### config.mk
export PLATFORM = sky130hd
export DESIGN_NAME = sma_band_signal
export DESIGN_NICKNAME = d
export VERILOG_FILES = /design/src/design/smabs_pkg.sv /design/src/design/sma_band_signal.sv /design/src/design/smabs_ctrl.sv /design/src/design/smabs_dp.sv
export SDC_FILE = /design/constraint.sdc
export NUM_CORES = 2
export LEC_CHECK = 0
export BUFFER_PORTS_ARGS = -buffer_cell sky130_fd_sc_hd__buf_2
export CORE_ASPECT_RATIO = 1.25
export CORE_MARGIN = 5
export CORE_UTILIZATION = 65
export DETAILED_ROUTE_END_ITERATION = 8
export GPL_ROUTABILITY_DRIVEN = 0
export HOLD_SLACK_MARGIN = 0.12
export PLACE_DENSITY_LB_ADDON = 0.1
export SLEW_MARGIN = 20
export SYNTH_ARGS = -nofsm -noshare
export SYNTH_HDL_FRONTEND = slang
export SYNTH_SLANG_ARGS = --single-unit
### constraint.sdc
create_clock -name i_clk -period 16.65 [get_ports i_clk]
set_clock_uncertainty 0.15 [all_clocks]
set_input_delay 1.665 -clock i_clk [delete_from_list [all_inputs] [get_ports i_clk]]
set_output_delay 1.665 -clock i_clk [all_outputs]
set_load 0.01 [all_outputs]
### src/design/smabs_pkg.sv
// shared types and constants for the moving average band signal block
package smabs_pkg;

    localparam int MAX_PERIOD = 32;
    localparam int PRICE_BITS = 32;
    localparam int SLOT_W     = $clog2(MAX_PERIOD);
    localparam int SEEN_W     = $clog2(MAX_PERIOD + 1);
    localparam int SUM_W      = PRICE_BITS + SLOT_W;
    localparam int BAND_W     = 16;
    localparam int FRAC_W     = 15;
    localparam int CNT_W      = 32;
    localparam int CFG_IDX_W  = 2;
    localparam int CFG_DATA_W = 16;
    localparam int DIV_CNT_W  = $clog2(SUM_W);

    localparam logic [SEEN_W-1:0]     WIN_LEN_RESET   = SEEN_W'(5);
    localparam logic [BAND_W-1:0]     BAND_LOW_RESET  = BAND_W'(32440);
    localparam logic [BAND_W-1:0]     BAND_HIGH_RESET = BAND_W'(33096);
    localparam logic [DIV_CNT_W-1:0]  DIV_LAST        = DIV_CNT_W'(SUM_W - 1);

    localparam logic [CFG_IDX_W-1:0] CFG_WINDOW_LENGTH = 2'd0;
    localparam logic [CFG_IDX_W-1:0] CFG_BAND_LOW      = 2'd1;
    localparam logic [CFG_IDX_W-1:0] CFG_BAND_HIGH     = 2'd2;

    localparam logic [1:0] SIG_HOLD = 2'd0;
    localparam logic [1:0] SIG_BUY  = 2'd1;
    localparam logic [1:0] SIG_SELL = 2'd2;

    typedef enum logic [2:0] {
        ST_IDLE,
        ST_UPDATE,
        ST_DIV,
        ST_MUL,
        ST_CMP,
        ST_DONE
    } t_state;

    typedef struct packed {
        logic latch;
        logic update;
        logic div_step;
        logic mul;
        logic cmp;
        logic load_out;
    } t_cmd;

    typedef struct packed {
        logic              full_after;
        logic [SEEN_W-1:0] seen;
    } t_sts;

endpackage

### src/design/sma_band_signal.sv
// top level of the moving average band crossover signal block
// an accepted word goes through update and done during warm-up, and through update, divide,
// multiply, compare and done once the window is full; a new word is taken only back in idle
// the divide is a restoring divider, one quotient bit per cycle over the 37-bit sum
// synchronous active-low reset restores the default window and bands and clears sum and totals
// the price ring needs no clearing pass; entries are read only after being written
module sma_band_signal
    import smabs_pkg::*;
(
    input  logic                  i_clk,
    input  logic                  i_rst_n,
    input  logic                  i_valid,
    output logic                  o_ready,
    input  logic [PRICE_BITS-1:0] i_price,
    output logic                  o_valid,
    input  logic                  i_ready,
    output logic [PRICE_BITS-1:0] o_average,
    output logic [1:0]            o_signal,
    output logic [CNT_W-1:0]      o_buy_total,
    output logic [CNT_W-1:0]      o_sell_total,
    input  logic                  i_cfg_we,
    input  logic [CFG_IDX_W-1:0]  i_cfg_idx,
    input  logic [CFG_DATA_W-1:0] i_cfg_data
);

    t_cmd cmd;
    t_sts sts;

    smabs_ctrl u_ctrl (
        .i_clk   (i_clk),
        .i_rst_n (i_rst_n),
        .i_valid (i_valid),
        .i_ready (i_ready),
        .i_sts   (sts),
        .o_ready (o_ready),
        .o_valid (o_valid),
        .o_cmd   (cmd)
    );

    smabs_dp u_dp (
        .i_clk        (i_clk),
        .i_rst_n      (i_rst_n),
        .i_cmd        (cmd),
        .i_cfg_we     (i_cfg_we),
        .i_cfg_idx    (i_cfg_idx),
        .i_cfg_data   (i_cfg_data),
        .i_price      (i_price),
        .o_sts        (sts),
        .o_average    (o_average),
        .o_signal     (o_signal),
        .o_buy_total  (o_buy_total),
        .o_sell_total (o_sell_total)
    );

    a_busy_after_accept: assert property (@(posedge i_clk) disable iff (!i_rst_n)
        (i_valid && o_ready) |=> !o_ready)
        else $error("input taken while an item is in flight");

    a_seen_bounded: assert property (@(posedge i_clk) disable iff (!i_rst_n)
        sts.seen <= SEEN_W'(MAX_PERIOD))
        else $error("seen count above window maximum");

    a_load_only_when_free: assert property (@(posedge i_clk) disable iff (!i_rst_n)
        cmd.load_out |-> (!o_valid || i_ready))
        else $error("output word overwritten before it was taken");

    a_signal_code: assert property (@(posedge i_clk) disable iff (!i_rst_n)
        o_valid |-> (o_signal == SIG_HOLD || o_signal == SIG_BUY || o_signal == SIG_SELL))
        else $error("reserved signal code on output");

endmodule

### src/design/smabs_ctrl.sv
// controller state machine: sequences update, divide, multiply, compare and output
module smabs_ctrl
    import smabs_pkg::*;
(
    input  logic i_clk,
    input  logic i_rst_n,
    input  logic i_valid,
    input  logic i_ready,
    input  t_sts i_sts,
    output logic o_ready,
    output logic o_valid,
    output t_cmd o_cmd
);

    t_state               r_state, n_state;
    logic [DIV_CNT_W-1:0] r_div_cnt, n_div_cnt;
    logic                 r_out_valid, n_out_valid;
    logic                 accept;
    logic                 out_free;

    assign accept   = i_valid && (r_state == ST_IDLE);
    assign out_free = !r_out_valid || i_ready;

    always_comb begin
        n_state = r_state;
        unique case (r_state)
            ST_IDLE:   if (accept) n_state = ST_UPDATE;
            ST_UPDATE: n_state = i_sts.full_after ? ST_DIV : ST_DONE;
            ST_DIV:    if (r_div_cnt == DIV_LAST) n_state = ST_MUL;
            ST_MUL:    n_state = ST_CMP;
            ST_CMP:    n_state = ST_DONE;
            ST_DONE:   if (out_free) n_state = ST_IDLE;
            default:   n_state = ST_IDLE;
        endcase
    end

    always_comb begin
        o_cmd          = '0;
        o_cmd.latch    = accept;
        o_cmd.update   = (r_state == ST_UPDATE);
        o_cmd.div_step = (r_state == ST_DIV);
        o_cmd.mul      = (r_state == ST_MUL);
        o_cmd.cmp      = (r_state == ST_CMP);
        o_cmd.load_out = (r_state == ST_DONE) && out_free;
    end

    always_comb begin
        n_div_cnt = (r_state == ST_DIV) ? r_div_cnt + 1'b1 : '0;
        priority if (o_cmd.load_out) begin
            n_out_valid = 1'b1;
        end else if (i_ready) begin
            n_out_valid = 1'b0;
        end else begin
            n_out_valid = r_out_valid;
        end
    end

    always_ff @(posedge i_clk) begin
        if (!i_rst_n) begin
            r_state     <= ST_IDLE;
            r_div_cnt   <= '0;
            r_out_valid <= 1'b0;
        end else begin
            r_state     <= n_state;
            r_div_cnt   <= n_div_cnt;
            r_out_valid <= n_out_valid;
        end
    end

    assign o_ready = (r_state == ST_IDLE);
    assign o_valid = r_out_valid;

endmodule

### src/design/smabs_dp.sv
// datapath: config registers, price ring, window sum, divider, band compare, totals
module smabs_dp
    import smabs_pkg::*;
(
    input  logic                  i_clk,
    input  logic                  i_rst_n,
    input  t_cmd                  i_cmd,
    input  logic                  i_cfg_we,
    input  logic [CFG_IDX_W-1:0]  i_cfg_idx,
    input  logic [CFG_DATA_W-1:0] i_cfg_data,
    input  logic [PRICE_BITS-1:0] i_price,
    output t_sts                  o_sts,
    output logic [PRICE_BITS-1:0] o_average,
    output logic [1:0]            o_signal,
    output logic [CNT_W-1:0]      o_buy_total,
    output logic [CNT_W-1:0]      o_sell_total
);

    localparam int PROD_W = PRICE_BITS + BAND_W;

    logic [SEEN_W-1:0]     r_win_len;
    logic [BAND_W-1:0]     r_band_lo;
    logic [BAND_W-1:0]     r_band_hi;
    logic [PRICE_BITS-1:0] r_ring [MAX_PERIOD];
    logic [PRICE_BITS-1:0] r_old;
    logic [PRICE_BITS-1:0] r_price;
    logic [SUM_W-1:0]      r_sum;
    logic [SLOT_W-1:0]     r_slot;
    logic [SEEN_W-1:0]     r_seen;
    logic [SUM_W-1:0]      r_dq;
    logic [SEEN_W-1:0]     r_rem;
    logic [PROD_W-1:0]     r_prod_lo;
    logic [PROD_W-1:0]     r_prod_hi;
    logic [PRICE_BITS-1:0] r_res_avg;
    logic [1:0]            r_res_sig;
    logic [CNT_W-1:0]      r_buy;
    logic [CNT_W-1:0]      r_sell;
    logic [PRICE_BITS-1:0] r_out_avg;
    logic [1:0]            r_out_sig;
    logic [CNT_W-1:0]      r_out_buy;
    logic [CNT_W-1:0]      r_out_sell;

    logic [SEEN_W-1:0]     period;
    logic [SLOT_W-1:0]     rd_addr;
    logic                  full_before;
    logic [SUM_W-1:0]      sum_next;
    logic [SEEN_W-1:0]     seen_next;
    logic [SEEN_W:0]       rem_sh;
    logic                  q_bit;
    logic [SEEN_W-1:0]     rem_next;
    logic [PRICE_BITS-1:0] quot;
    logic [PROD_W-1:0]     scaled;
    logic                  is_buy;
    logic                  is_sell;

    always_comb begin
        priority if (r_win_len == '0) begin
            period = SEEN_W'(1);
        end else if (r_win_len > SEEN_W'(MAX_PERIOD)) begin
            period = SEEN_W'(MAX_PERIOD);
        end else begin
            period = r_win_len;
        end
    end

    assign rd_addr     = r_slot - period[SLOT_W-1:0];
    assign full_before = (r_seen >= period);
    assign sum_next    = r_sum - (full_before ? SUM_W'(r_old) : '0) + SUM_W'(r_price);
    assign seen_next   = (r_seen == SEEN_W'(MAX_PERIOD)) ? r_seen : r_seen + 1'b1;

    assign o_sts.full_after = (seen_next >= period);
    assign o_sts.seen       = r_seen;

    // restoring divide, one quotient bit per cycle
    assign rem_sh   = {r_rem, r_dq[SUM_W-1]};
    assign q_bit    = (rem_sh >= {1'b0, period});
    assign rem_next = q_bit ? SEEN_W'(rem_sh - {1'b0, period}) : rem_sh[SEEN_W-1:0];
    assign quot     = r_dq[PRICE_BITS-1:0];

    assign scaled  = {1'b0, r_price, FRAC_W'(0)};
    assign is_buy  = (scaled < r_prod_lo);
    assign is_sell = (scaled > r_prod_hi);

    always_ff @(posedge i_clk) begin
        if (i_cmd.update) begin
            r_ring[r_slot] <= r_price;
        end
        r_old <= r_ring[rd_addr];
    end

    always_ff @(posedge i_clk) begin
        if (!i_rst_n) begin
            r_win_len <= WIN_LEN_RESET;
            r_band_lo <= BAND_LOW_RESET;
            r_band_hi <= BAND_HIGH_RESET;
            r_sum     <= '0;
            r_slot    <= '0;
            r_seen    <= '0;
            r_buy     <= '0;
            r_sell    <= '0;
        end else begin
            if (i_cfg_we) begin
                unique case (i_cfg_idx)
                    CFG_WINDOW_LENGTH: begin
                        r_win_len <= i_cfg_data[SEEN_W-1:0];
                        r_sum     <= '0;
                        r_slot    <= '0;
                        r_seen    <= '0;
                    end
                    CFG_BAND_LOW:  r_band_lo <= i_cfg_data[BAND_W-1:0];
                    CFG_BAND_HIGH: r_band_hi <= i_cfg_data[BAND_W-1:0];
                    default: ;
                endcase
            end
            if (i_cmd.update) begin
                r_sum  <= sum_next;
                r_slot <= r_slot + 1'b1;
                r_seen <= seen_next;
            end
            if (i_cmd.cmp) begin
                if (is_buy && (r_buy != '1)) begin
                    r_buy <= r_buy + 1'b1;
                end
                if (!is_buy && is_sell && (r_sell != '1)) begin
                    r_sell <= r_sell + 1'b1;
                end
            end
        end
    end

    always_ff @(posedge i_clk) begin
        if (i_cmd.latch) begin
            r_price <= i_price;
        end
        if (i_cmd.update) begin
            r_dq      <= sum_next;
            r_rem     <= '0;
            r_res_avg <= r_price;
            r_res_sig <= SIG_HOLD;
        end
        if (i_cmd.div_step) begin
            r_dq  <= {r_dq[SUM_W-2:0], q_bit};
            r_rem <= rem_next;
        end
        if (i_cmd.mul) begin
            r_prod_lo <= PROD_W'(quot * r_band_lo);
            r_prod_hi <= PROD_W'(quot * r_band_hi);
        end
        if (i_cmd.cmp) begin
            r_res_avg <= quot;
            priority if (is_buy) begin
                r_res_sig <= SIG_BUY;
            end else if (is_sell) begin
                r_res_sig <= SIG_SELL;
            end else begin
                r_res_sig <= SIG_HOLD;
            end
        end
        if (i_cmd.load_out) begin
            r_out_avg  <= r_res_avg;
            r_out_sig  <= r_res_sig;
            r_out_buy  <= r_buy;
            r_out_sell <= r_sell;
        end
    end

    assign o_average    = r_out_avg;
    assign o_signal     = r_out_sig;
    assign o_buy_total  = r_out_buy;
    assign o_sell_total = r_out_sell;

endmodule

==> metrics.md <==
| Metric | Value |
|---|---|
| Last element of the critical path | `u_dp.r_prod_hi[47]` |
| Layout filler cell count | `about 10000` |
| Startpoint of the worst-slack reg-to-reg timing path | `u_dp.r_band_hi[10]` |
| Drt first-iter violations | `5375` |
| Sink count of the clock tree | `between 1500 and 2000` |
| Post-synth EDFFs | `between 1000 and 1500` |
| Core outline area | `~0.14 sq mm` |
| Number of buffers added by the clock tree synthesis step | `149` |
| RR Endpoint | `u_dp.r_prod_hi[47]` |
| Avg Vias per Cell | `roughly 6` |
| Critical path peak fanout | `33` |
| Slew of the pin with the lowest slew margin | `roughly 1.1 ns` |
| Number of vias in the routed layout | `roughly 60000` |
| Setup-violating endpoint count in the final report | `0` |
| # DRC | `0` |
| Yosys reg bits | `approximately 1500` |
| Origin of the worst setup path | `u_dp.r_band_hi[10]` |
| Synthesis Warnings | `0` |
| Number of input and output port buffers inserted | `about 150` |
| Commonest non-fill, non-tap cell in the layout | `sky130_fd_sc_hd__edfxtp_1` |
| Outcome | `complete, no violations` |
| Clock latency reported for the late side of the worst-skew pair | `roughly 0.81 ns` |
| CTS tree | `built` |
| Routed metal-1 wire length | `approximately 84 mm` |
| Cells after Synth | `~7600` |
| Leftover overflow at the end of global routing | `0` |
| Register area share after synthesis | `46.6%` |
| Initial standard-cell utilization of the core | `65.1%` |
| Combined buffer and inverter count along the critical path | `3` |
| Count of final hold-check violations | `0` |
| Worst reg2reg path depth | `21` |
| # Max-Cap Violations | `0` |
| Post-CTS Repair Setup Buffers | `0` |
| Total half-perimeter wirelength after legalization and detailed placement | `157 mm` |
| Setup repair after global routing missed its margin | `false` |
| Total Routing Usage GR | `33.2%` |
| Final worst path period need | `around 7.5 ns` |
| Global-route wire length before repair | `about 380 mm` |
| Slowest stage cell, crit path | `sky130_fd_sc_hd__dfxtp_2` |
| Total number of nets in the final design | `around 9000` |
| Depth of the CTS H-tree | `4` |
| Clock slew seen by the registers of the worst setup and hold paths | `~0.06 ns` |
| Cell-by-cell listing of the critical path | `nand2_1 -> fa_1 -> inv_1 -> fa_1 -> fa_1 -> fa_1 -> fa_1 -> inv_1 -> fa_1 -> inv_1 -> ha_1 -> a21oi_1 -> o21ai_0 -> a221oi_1 -> nand2_1 -> a21oi_1 -> o31ai_1 -> a211oi_1 -> o31ai_1 -> a221oi_1 -> xnor2_1` |
| Detailed-route wire length per cell | `between 20 and 30 um` |
| Critical path depth | `21` |
| Most numerous cell on the critical path | `sky130_fd_sc_hd__fa_1` |
| Highest-count cells in the layout ignoring fill and taps | `1327 x sky130_fd_sc_hd__edfxtp_1, 1142 x sky130_fd_sc_hd__nand2_1, 1096 x sky130_fd_sc_hd__inv_1` |
| Setup TNS | `0 ns` |
| Post-CTS Resized | `0` |
| DRT antenna net count | `0` |
| Fraction of final layout cells with drive strength greater than 1 | `11.2%` |
| Largest stage delay, worst path | `between 1 and 1.5 ns` |
| Top-level I/O count | `roughly 160` |
| Distinct cells, synth | `85` |
| Nets in the synthesized netlist | `8911` |
| Count of hold-fix buffers inserted at cts | `0` |
| Pins Over Slew Limit | `0` |
| X dimension of the die | `between 300 and 400 um` |
| Post-synthesis instance area | `between 0.09 and 0.1 sq mm` |
| Dominant synthesized flop cell | `sky130_fd_sc_hd__edfxtp_1` |
| Maximum frequency from static timing analysis | `around 130 MHz` |
| Number of antenna violations at the first check in global routing | `16` |
| Category of the worst setup path launch point | `flop` |
| Required time worst endpoint | `between 15 and 20 ns` |
| Classification of the worst-slack hold path | `reg2reg` |
| Total length of routed met2 wires | `between 100 and 150 mm` |
| Worst R2R Setup Slack | `9.14 ns` |
| Total routed wirelength | `~250 mm` |
| Mean instance size in the synthesized netlist | `between 10 and 15 sq um` |
| Final worst-path cycle share | `between 40% and 50%` |
| Data arrival time of the worst path | `between 7 and 8 ns` |
| Standard-cell rows | `around 160` |
| Nature of the critical path endpoint | `flop` |
| Die area | `between 0.15 and 0.2 sq mm` |
| Pin count of the biggest net entering global routing | `116` |
| Vertical extent of the die | `roughly 430 um` |
| Fraction of registers with async set/reset | `0%` |
| Headroom to the max-slew limit | `26.4%` |
| Number of optimization iterations in the first detailed-route pass | `6` |
| Maximum count of clock buffers along a single path | `3` |
| Highest routed layer | `met5` |
| Metal3 WL | `between 20 and 25 mm` |
| Synthesis-to-layout area growth | `8.71%` |
| Clock tree root buffer cell | `sky130_fd_sc_hd__clkbuf_16` |
| Path type of the worst setup path | `reg2reg` |
| Cell family with most CP delay | `adder cells` |
| Via count of the first global-routing pass | `~64000` |
-- metrics by stage --
step | std cells | util [%] | hold WS, ns | setup slack [ns] | cell area (sq um)
after floorplan | 7613 | - | 0.250 | 10.15 | 93800
after global placement | 9434 | 67.4 | 0.250 | 9.39 | 97100
after global routing | 9706 | 70.8 | 0.268 | 8.81 | 102000
after detailed placement | 9434 | 67.4 | 0.255 | 9.23 | 97100
after CTS | 9706 | 70.8 | 0.261 | 9.20 | 102000
final | 9716 | 70.8 | 0.262 | 9.14 | 102000
-- layer usage --
metal  up-vias  track usage [%]
li1      25500                -
met5         -                0
met1     30500             40.1
met3       792             5.90
met2      3001             56.9
met4         2             18.0
-- final cells by class --
type | count | area [sq um] | area share [%]
Clock buffer | 194 | 4000 | 3.92
Timing Repair Buffer | 309 | 1970 | 1.94
Tap cell | 1896 | 2370 | 2.33
Multi-Input combinational cell | 4614 | 44900 | 44.0
Inverter | 1096 | 4110 | 4.03
Sequential cell | 1519 | 43700 | 42.8
Antenna cell | 10 | 25.0 | 0.0245
Clock inverter | 78 | 930 | 0.911
-- flip-flops by register name, indices dropped and copies added (netlist names), 37 cells and up --
| register | flops |
|---|---|
| u_dp.r_prod_hi | 48 |
| u_dp.r_prod_lo | 48 |
| u_dp.r_ring | 1024 |
| u_dp.r_dq | 37 |
| u_dp.r_sum | 37 |
-- synth_stat cells, types with 4 or more instances --
| cell | n | share of area, % |
|---|---|---|
| sky130_fd_sc_hd__a221oi_1 | 6 | 0.056 |
| sky130_fd_sc_hd__nor4_1 | 18 | 0.12 |
| sky130_fd_sc_hd__ha_1 | 373 | 5.0 |
| sky130_fd_sc_hd__a21boi_0 | 28 | 0.22 |
| sky130_fd_sc_hd__o21bai_1 | 14 | 0.11 |
| sky130_fd_sc_hd__nor2_1 | 130 | 0.52 |
| sky130_fd_sc_hd__buf_1 | 38 | 0.15 |
| sky130_fd_sc_hd__a21boi_1 | 4 | 0.032 |
| sky130_fd_sc_hd__and4_1 | 6 | 0.056 |
| sky130_fd_sc_hd__a22oi_1 | 21 | 0.17 |
| sky130_fd_sc_hd__a21o_1 | 101 | 0.81 |
| sky130_fd_sc_hd__mux4_2 | 256 | 6.1 |
| sky130_fd_sc_hd__o211ai_1 | 9 | 0.072 |
| sky130_fd_sc_hd__xor2_1 | 66 | 0.62 |
| sky130_fd_sc_hd__or3_1 | 15 | 0.10 |
| sky130_fd_sc_hd__nand3_1 | 249 | 1.3 |
| sky130_fd_sc_hd__nor3_1 | 26 | 0.14 |
| sky130_fd_sc_hd__edfxtp_1 | 1327 | 42 |
| sky130_fd_sc_hd__nand2b_1 | 28 | 0.19 |
| sky130_fd_sc_hd__or2_2 | 6 | 0.040 |
| sky130_fd_sc_hd__nand2_1 | 1144 | 4.6 |
| sky130_fd_sc_hd__o31ai_1 | 6 | 0.048 |
| sky130_fd_sc_hd__xnor2_1 | 124 | 1.2 |
| sky130_fd_sc_hd__fa_1 | 870 | 19 |
| sky130_fd_sc_hd__and2_1 | 494 | 3.3 |
| sky130_fd_sc_hd__nand3b_1 | 5 | 0.040 |
| sky130_fd_sc_hd__o21a_1 | 15 | 0.12 |
| sky130_fd_sc_hd__clkbuf_1 | 334 | 1.3 |
| sky130_fd_sc_hd__a31oi_1 | 18 | 0.12 |
| sky130_fd_sc_hd__mux2i_1 | 7 | 0.075 |
| sky130_fd_sc_hd__a22o_1 | 15 | 0.14 |
| sky130_fd_sc_hd__a21oi_1 | 152 | 0.81 |
| sky130_fd_sc_hd__inv_1 | 1096 | 4.4 |
| sky130_fd_sc_hd__nor2b_1 | 83 | 0.55 |
| sky130_fd_sc_hd__mux2_2 | 6 | 0.072 |
| sky130_fd_sc_hd__a211o_1 | 4 | 0.037 |
| sky130_fd_sc_hd__o21ai_0 | 149 | 0.79 |
| sky130_fd_sc_hd__a41oi_1 | 7 | 0.065 |
| sky130_fd_sc_hd__nand4_1 | 41 | 0.27 |
| sky130_fd_sc_hd__dfxtp_1 | 192 | 4.1 |
| sky130_fd_sc_hd__and3_1 | 30 | 0.20 |
| sky130_fd_sc_hd__a211oi_1 | 24 | 0.19 |
| sky130_fd_sc_hd__o21ai_1 | 5 | 0.027 |
| sky130_fd_sc_hd__nor3b_1 | 4 | 0.032 |
| sky130_fd_sc_hd__buf_2 | 5 | 0.027 |
-- cell families (layout without fill, tap and decap cells) --
kind of cell             Yosys count  count (layout)  synth area share (%)
XOR/XNOR                         190             190                  1.77
buffers and inverters           1480            1677                  5.98
flip-flops                      1519            1519                  46.6
AND/OR/NAND/NOR                 2301            2301                  11.7
AO/OA/AOI/OAI                    611             611                  4.18
adder cells (fa/ha/maj)         1243            1243                  23.5
multiplexers                     269             269                  6.29
other                              0              10                     0
-- worst reg2reg max path: stages (launching register included) --
cell                       delay [ns]
sky130_fd_sc_hd__dfxtp_2         1.01
sky130_fd_sc_hd__nand2_1         0.21
sky130_fd_sc_hd__fa_1            0.57
sky130_fd_sc_hd__inv_1           0.06
sky130_fd_sc_hd__fa_1            0.58
sky130_fd_sc_hd__fa_1            0.44
sky130_fd_sc_hd__fa_1            0.45
sky130_fd_sc_hd__fa_1            0.50
sky130_fd_sc_hd__inv_1           0.07
sky130_fd_sc_hd__fa_1            0.49
sky130_fd_sc_hd__inv_1           0.05
sky130_fd_sc_hd__ha_1            0.34
sky130_fd_sc_hd__a21oi_1         0.16
sky130_fd_sc_hd__o21ai_0         0.15
sky130_fd_sc_hd__a221oi_1        0.37
sky130_fd_sc_hd__nand2_1         0.09
sky130_fd_sc_hd__a21oi_1         0.30
sky130_fd_sc_hd__o31ai_1         0.21
sky130_fd_sc_hd__a211oi_1        0.42
sky130_fd_sc_hd__o31ai_1         0.20
sky130_fd_sc_hd__a221oi_1        0.34
sky130_fd_sc_hd__xnor2_1         0.11
-- worst min-delay path by stage --
| stage | start | end | slack (ns) | cells past startpoint |
|---|---|---|---|---|
| floorplan | u_dp.r_res_avg[0] | u_dp.o_average[0] | 0.25 | 0 |
| global placement | u_dp.r_res_avg[29] | u_dp.o_average[29] | 0.25 | 0 |
| detailed placement | u_dp.r_res_avg[16] | u_dp.o_average[16] | 0.25 | 0 |
| CTS | u_dp.r_res_avg[4] | u_dp.o_average[4] | 0.26 | 0 |
| global route | u_dp.r_res_avg[4] | u_dp.o_average[4] | 0.27 | 0 |
| finish | u_dp.r_res_avg[4] | u_dp.o_average[4] | 0.26 | 0 |
Power is left out: the tool's default activity adds up to more than one toggle a clock period on the data nets, which glitch-free logic cannot reach.
